[src/design/assert_macros.svh]
// Assertion macros shared by the relaxation engine RTL.
// No dependencies; include by bare file name where assertions are written.
`ifndef ASSERT_MACROS_SVH
`define ASSERT_MACROS_SVH

// Implication checked on every rising edge, quiet during reset.
`define ASSERT_CLK(label, clk, rst, prop, msg) \
   label: assert property (@(posedge clk) disable iff (rst) prop) else $error(msg);

// Condition in one cycle requires a consequence in the next cycle.
`define ASSERT_NEXT(label, clk, rst, pre, post, msg) \
   label: assert property (@(posedge clk) disable iff (rst) (pre) |=> (post)) \
      else $error(msg);

`endif

[src/design/sssp_pkg.sv]
// Types and fixed constants for the single-source shortest-path relaxation engine.
// No dependencies; imported by the ALU and the top level.
package sssp_pkg;

   localparam int ID_W       = 10;
   localparam int DIST_W     = 30;
   localparam int WEIGHT_W   = 24;
   localparam int OP_W       = 3;
   localparam int REQ_DATA_W = 48;
   localparam int RSP_DATA_W = 48;

   localparam logic [OP_W-1:0] OP_BEGIN    = 3'd0;
   localparam logic [OP_W-1:0] OP_IN_EDGE  = 3'd1;
   localparam logic [OP_W-1:0] OP_COMMIT   = 3'd2;
   localparam logic [OP_W-1:0] OP_OUT_EDGE = 3'd3;
   localparam logic [OP_W-1:0] OP_READ     = 3'd4;
   localparam logic [OP_W-1:0] OP_INIT     = 3'd5;

   typedef struct packed {
      logic              has_result;
      logic [DIST_W-1:0] distance;
      logic              improved;
      logic              schedule;
      logic [ID_W-1:0]   target;
      logic [DIST_W-1:0] running_min;
      logic [ID_W-1:0]   current_vertex;
      logic              improved_flag;
      logic              store_wr;
      logic              start_init;
   } alu_out_type;

endpackage

[src/design/sssp_relax_alu.sv]
// Per-item datapath of the relaxation engine: saturating add, compare, minimum.
// Depends on sssp_pkg; combinational, used by sssp_vertex_relaxation.
module sssp_relax_alu import sssp_pkg::*; #(
   parameter int INFINITY_DIST = 1000000000
) (
   input  logic [OP_W-1:0]     op,
   input  logic [DIST_W-1:0]   loaded,
   input  logic [DIST_W-1:0]   running_min,
   input  logic                improved_flag,
   input  logic [WEIGHT_W-1:0] weight,
   input  logic [ID_W-1:0]     current_vertex,
   input  logic [ID_W-1:0]     node_id,
   input  logic [ID_W-1:0]     neighbor_id,
   input  logic [ID_W-1:0]     source_vertex,
   output alu_out_type         result
);

   localparam logic [DIST_W-1:0] INF = DIST_W'(INFINITY_DIST);

   logic [DIST_W:0]   sum;
   logic [DIST_W-1:0] add_a;
   logic [DIST_W-1:0] cand;

   // One adder serves both edge kinds: in-edge adds to the neighbor, out-edge to the minimum.
   assign add_a = (op == OP_OUT_EDGE) ? running_min : loaded;
   assign sum   = {1'b0, add_a} + (DIST_W + 1)'(weight);
   assign cand  = (sum >= {1'b0, INF}) ? INF : sum[DIST_W-1:0];

   always_comb begin
      result                = '0;
      result.running_min    = running_min;
      result.current_vertex = current_vertex;
      result.improved_flag  = improved_flag;
      case (op)
         OP_BEGIN: begin
            result.has_result     = 1'b1;
            result.current_vertex = node_id;
            result.running_min    = loaded;
            result.improved_flag  = 1'b0;
            result.distance       = loaded;
            result.target         = node_id;
         end
         OP_IN_EDGE: begin
            result.has_result  = 1'b1;
            result.running_min = (cand < running_min) ? cand : running_min;
            result.distance    = (cand < running_min) ? cand : running_min;
            result.target      = neighbor_id;
         end
         OP_COMMIT: begin
            result.has_result    = 1'b1;
            result.improved      = running_min < loaded;
            result.improved_flag = running_min < loaded;
            result.store_wr      = 1'b1;
            result.distance      = running_min;
            result.target        = current_vertex;
         end
         OP_OUT_EDGE: begin
            result.has_result = 1'b1;
            result.schedule   = improved_flag && (cand < loaded);
            result.distance   = cand;
            result.target     = neighbor_id;
         end
         OP_READ: begin
            result.has_result = 1'b1;
            result.distance   = loaded;
            result.target     = node_id;
         end
         OP_INIT: begin
            result.has_result     = 1'b1;
            result.start_init     = 1'b1;
            result.running_min    = INF;
            result.current_vertex = '0;
            result.improved_flag  = 1'b0;
            result.distance       = '0;
            result.target         = source_vertex;
         end
         default: begin
            // unused opcodes: no result, no state change
            result.has_result = 1'b0;
         end
      endcase
   end

endmodule

[config.mk]
export PLATFORM = sky130hd
export DESIGN_NAME = sssp_relax_alu
export DESIGN_NICKNAME = d
export VERILOG_FILES = /design/src/design/assert_macros.svh /design/src/design/sssp_pkg.sv /design/src/design/sssp_relax_alu.sv
export SDC_FILE = /design/constraint.sdc
export NUM_CORES = 1
export LEC_CHECK = 0
export ABC_CLOCK_PERIOD_IN_PS = 21900
export BUFFER_PORTS_ARGS = -buffer_cell sky130_fd_sc_hd__buf_2
export CAP_MARGIN = 20
export CORE_ASPECT_RATIO = 1.75
export CORE_UTILIZATION = 55
export DETAILED_ROUTE_END_ITERATION = 10
export MAX_ROUTING_LAYER = met4
export PLACE_DENSITY = 0.89
export SLEW_MARGIN = 25
export SYNTH_ARGS = -nofsm -noshare
export SYNTH_HDL_FRONTEND = slang
export SYNTH_SLANG_ARGS = --single-unit
[constraint.sdc]
create_clock -name vclk -period 21.9
set_input_delay 1.095 -clock vclk [all_inputs]
set_output_delay 1.095 -clock vclk [all_outputs]
set_load 0.02 [all_outputs]
==> results of run 1 <==
==> metrics by stage <==
step	std cells	hold slack (ps)	setup WS (ps)	total power, mW
after global placement	1354	2541	10820	0.3064
after CTS	1354	2543	10640	0.3094
after floorplan	1030	2383	12820	0.2151
final	1355	2546	10500	0.3208
after detailed placement	1354	2543	10640	0.3079
after global routing	1355	2576	10150	0.3447
==> power breakdown <==
| group | total (mW) | switching (mW) | internal [mW] |
|---|---|---|---|
| Combinational | 0.321 | 0.206 | 0.115 |
| Sequential | 0 | 0 | 0 |
| Clock | 0.00000000613 | 0 | 0.00000000613 |
==> logic make-up after synthesis <==
kind of cell    Yosys count  share of synthesized area, %
compound gates          444                         44.21
simple gates            310                         22.52
buf+inv                 130                         8.193
fa+ha+maj               104                         19.28
xor+xnor                 23                         2.984
mux                      19                         2.817
==> critical path: cells and delay by family <==
kind	cells	cell delay, ps
adders and majority gates	3	1060
AOI/OAI and AO/OA	17	5000
and+or+nand+nor	6	1590
buffers and inverters	5	1500
==> per-layer routing <==
metal	part of all wire [%]	global-route usage, %	vias to the layer above
met1	35	53.00	4292
met3	11	5.494	206
met5	0	-	-
met2	47	73.00	800
li1	-	-	4286
met4	7.4	27.83	0
==> worst max path at each step <==
stage | endpoint | slack (ps) | depth (start not counted)
after floorplan | result[28] | 12820 | 32
after global placement | result[77] | 10820 | 31
after detailed placement | result[68] | 10640 | 31
after CTS | result[68] | 10640 | 31
after global routing | result[69] | 10150 | 31
final | result[68] | 10500 | 31
==> cells in the mapped netlist, drive strengths merged, types with 13 or more instances <==
cell and count:
a221o 33, nand3 27, buf 18, clkbuf 45
a21o 37, a22oi 44, or3 13, o21ai 122
mux2i 19, a21oi 100, inv 65, and3 15
ha 100, nor2 77, xnor2 16, nand4 21
a221oi 22, nand2 95
==> final cells by class <==
class	instances	area share (%)
multi-input cells	900	79.60
inverters	67	3.223
repair buffers	222	14.50
diodes	1	0.03207
well taps	165	2.646
==> out/qor.yml, run 1 <==
logic_synthesis:
  synthDominantCellAreaShare_pct: 18.54
  synth_warnings: 0
  synth_top_cell_by_area: "ha_1"
  ys_top_cells_by_area: "ha_1 (19%), o21ai_0 (8.3%), a21oi_1 (7.4%), nand2_1 (5.3%), a221o_1 (4.9%)"
  syn_area_um2: 6750
  syn_nets: 1259
  yosysSeqAreaShare_pct: 0
  syn_avg_cell_area_um2: 6.554
  netlist_instances: 1030
  synth_cell_type_count: 77
routing:
  final_antenna_net_count: 0
  wl_per_cell_um: 21.66
  wl_mm: 29.35
  via_count: 9584
  avgViaCountPerCell: 7.073
  first_iter_violations: 1097
  drc: 0
  dr.pass1.iters: 7
sta:
  fmax_mhz: 87.75
  layout_min_cycle_time_ps: 11400
  tns_ps: 0
  slew_violations: 0
  final.period_utilization_pct: 52.03
  worst-slew-pin-transition_ps: 1021
  rsz0062_at_grt: "no"
  finalHoldViolations: 0
  maxSlewHeadroom_pct: 31.49
  setup_viol: 0
cells_and_area:
  multi_input_area_um2: 6211
  final_util_pct: 65.01
  n_clock_buffer: 0
  final_common_cell: "buf_2"
  syn2layout_area_growth_pct: 15.59
  layout-drive-gt1-share_pct: 20.52
  seq_cell_count: 0
  finalNetCount: 1420
  nFillCells: 1167
  fin_area_um2: 7802
  layout_common_cells: "buf_2 (214), o21ai_0 (112), a21oi_1 (100), ha_1 (100), nand2_1 (95)"
  ff_latch_area_um2: 0
power_and_ir_drop:
  power_leakage_nw: 3.836
  ir_worst_vdd_mv: 0.01862
  powerDensity_nw_per_um2: 41.12
min_path:
  hold_class: "in -> out"
  hp-start: "current_vertex[3]"
  hold-path-endpoint: "result[6]"
  min_delay_path_depth: 4
worst_setup_path:
  cpMostUsedCell: "o21ai_0"
  cp_data_arrival_time_ps: 10300
  crit_path_top_delay_cell: "o21ai_4"
  crit_type: "in -> out"
  crit_path_max_fanout: 66
  critPathLaunch: "op[0]"
  worstSetupEndpointType: "primary output"
  critPathMaxStageDelay_ps: 710
  start_kind: "input port"
  crit_required_ps: 20810
floorplanning:
  initial_utilization_pct: 56.24
  die_area_um2: 12740
  fp-row-count: 53
  die_width_um: 85.75
  core-area_um2: 12000
  die_y_um: 148.6
  ios: 214
grt:
  grt_pass1_vias: 8613
  grt_pass1_wl_mm: 44.84
  antenna_found_initial: 1
  grt-ovfl-total: 0
  grt_use_total_pct: 45.23
  grt_max_degree: 67
place:
  post_dp_cell_area_um2: 7790
  port_buffers: 214
  gp_congestion: 1.069
  hpwl_mm: 22.75
clock_network:
  hold_buffers: 0
  cts-resized-gates: 0
  post_cts_buffers: 0
run:
  cap_violations: 0
status:
  status: "completed"
No activity file was read; power rests on OpenSTA's default activity.
==> inputs of run 2 (changes only) <==
--- a/config.mk
+++ b/config.mk
@@ -5,14 +5,14 @@
 export SDC_FILE = /design/constraint.sdc
 export NUM_CORES = 1
 export LEC_CHECK = 0
-export ABC_CLOCK_PERIOD_IN_PS = 21900
+export ABC_CLOCK_PERIOD_IN_PS = 10210
 export BUFFER_PORTS_ARGS = -buffer_cell sky130_fd_sc_hd__buf_2
 export CAP_MARGIN = 20
 export CORE_ASPECT_RATIO = 1.75
-export CORE_UTILIZATION = 55
+export CORE_UTILIZATION = 50
 export DETAILED_ROUTE_END_ITERATION = 10
 export MAX_ROUTING_LAYER = met4
-export PLACE_DENSITY = 0.89
+export PLACE_DENSITY = 0.86
 export SLEW_MARGIN = 25
 export SYNTH_ARGS = -nofsm -noshare
 export SYNTH_HDL_FRONTEND = slang
==> constraint.sdc (replaced) <==
create_clock -name vclk -period 10.21
set_input_delay 0.5105 -clock vclk [all_inputs]
set_output_delay 0.5105 -clock vclk [all_outputs]
set_load 0.02 [all_outputs]
==> out/qor.yml, run 2 (synthesis gave the netlist of run 1 again) <==
status:
  status: "completed"
worst_setup_path:
  crit_path_max_fanout: 49
  worstSetupEndpointType: "primary output"
  cp_data_arrival_time_ps: 9180
  crit_type: "in -> out"
  start_kind: "input port"
  crit_required_ps: 9700
  critPathLaunch: "op[1]"
min_path:
  hp-start: "current_vertex[1]"
  hold_class: "in -> out"
floorplanning:
  die_width_um: 89.83
  ios: 214
  die_area_um2: 13990
  core-area_um2: 13080
  fp-row-count: 55
  die_y_um: 155.7
  initial_utilization_pct: 51.63
cells_and_area:
  n_clock_buffer: 0
  layout-drive-gt1-share_pct: 20.57
  finalNetCount: 1422
  ff_latch_area_um2: 0
  diodes: 0
  layout_common_cells: "buf_2 (214), o21ai_0 (112), a21oi_1 (100), ha_1 (100), nand2_1 (95)"
  syn2layout_area_growth_pct: 15.85
  nFillCells: 1353
  final_common_cell: "buf_2"
  seq_cell_count: 0
  fin_area_um2: 7820
routing:
  wl_mm: 28.92
  dr.pass1.iters: 8
  via_count: 9518
  first_iter_violations: 968
  wl_per_cell_um: 21.24
  avgViaCountPerCell: 6.988
  drc: 0
  final_antenna_net_count: 0
power_and_ir_drop:
  power_leakage_nw: 3.846
  powerDensity_nw_per_um2: 86.71
  p_int_uw: 246.2
  p_sw_share_pct: 63.70
  clockPowerShare_pct: 0
  p_comb_share_pct: 100.0
  power.net_switching_uw: 431.9
  pwr-share-seq_pct: 0
  ir_worst_vdd_mv: 0.03958
clock_network:
  post_cts_buffers: 0
  hold_buffers: 0
  cts-resized-gates: 0
sta:
  tns_ps: 0
  maxSlewHeadroom_pct: 24.10
  final.period_utilization_pct: 94.86
  worst-slew-pin-transition_ps: 1134
  fmax_mhz: 103.2
  rsz0062_at_grt: "no"
  setup_viol: 0
  finalHoldViolations: 0
  slew_violations: 0
  fin_ws_ps: 524.5
  layout_min_cycle_time_ps: 9686
place:
  post_dp_cell_area_um2: 7812
  gp_congestion: 1.042
  hpwl_mm: 22.46
  port_buffers: 214
  pre_cts_slack_ps: 518.9
grt:
  grt_max_degree: 66
  grt_pass1_wl_mm: 44.46
  grt-ovfl-total: 0
  grt_use_total_pct: 39.92
  grt_pass1_vias: 8785
  antenna_found_initial: 0
run:
  cap_violations: 0
==> run 2: worst max-delay path, stage by stage <==
cell and delay (ps):
buf_2 260, and3b_2 810, o21ai_0 280, ha_1 580, nand2_1 120, o211ai_1 470, a21oi_1 210, a2111oi_0 530
nor4_1 160, or3_1 450, o21ai_0 830, nor2_1 140, buf_4 250, nand2_1 210, ha_1 290, a21o_1 160
a21o_1 160, a21oi_1 130, nor2b_1 50, o21ai_0 290, nand2_1 110, a31oi_2 180, o41ai_1 100, a41o_1 280
a31o_4 410, o21ai_4 670, a221o_1 310, buf_2 170
==> run 2: layout make-up <==
class | instances | area (µm²) | area share, %
Inverter | 67 | 251.5 | 3.216
Multi-Input combinational cell | 900 | 6208 | 79.39
Tap cell | 171 | 214.0 | 2.736
Timing Repair Buffer | 224 | 1146 | 14.66
==> run 2: power groups by stage <==
stage               sequential (mW)  clock, mW  combinational, mW
floorplan                         0          0              0.461
global placement                  0          0              0.649
detailed placement                0          0              0.656
CTS                               0          0              0.659
global route                      0          0              0.733
finish                            0          0              0.678
==> run 2: per-layer routing <==
metal  track usage, %  vias to the layer above  share of wire (%)
met5                -                        -                  0
met4            28.81                        0                7.7
met3            3.947                      186                9.7
met2            66.26                      728                 47
met1            44.63                     4314                 36
li1                 -                     4290                  -
==> run 2: metrics by stage <==
stage / hold slack (ps) / utilization, % / power [mW] / instances
floorplan: 1214 / - / 0.4614 / 1030
global placement: 1368 / 59.75 / 0.6492 / 1362
detailed placement: 1379 / 59.75 / 0.6557 / 1362
CTS: 1378 / 59.75 / 0.6589 / 1362
global route: 1407 / 59.81 / 0.7328 / 1362
finish: 1374 / 59.81 / 0.6781 / 1362
==> run 2: worst paths after layout <==
check / to / slack, ps / cells past startpoint
max: result[75] / 520 / 28
min: result[4] / 1370 / 4
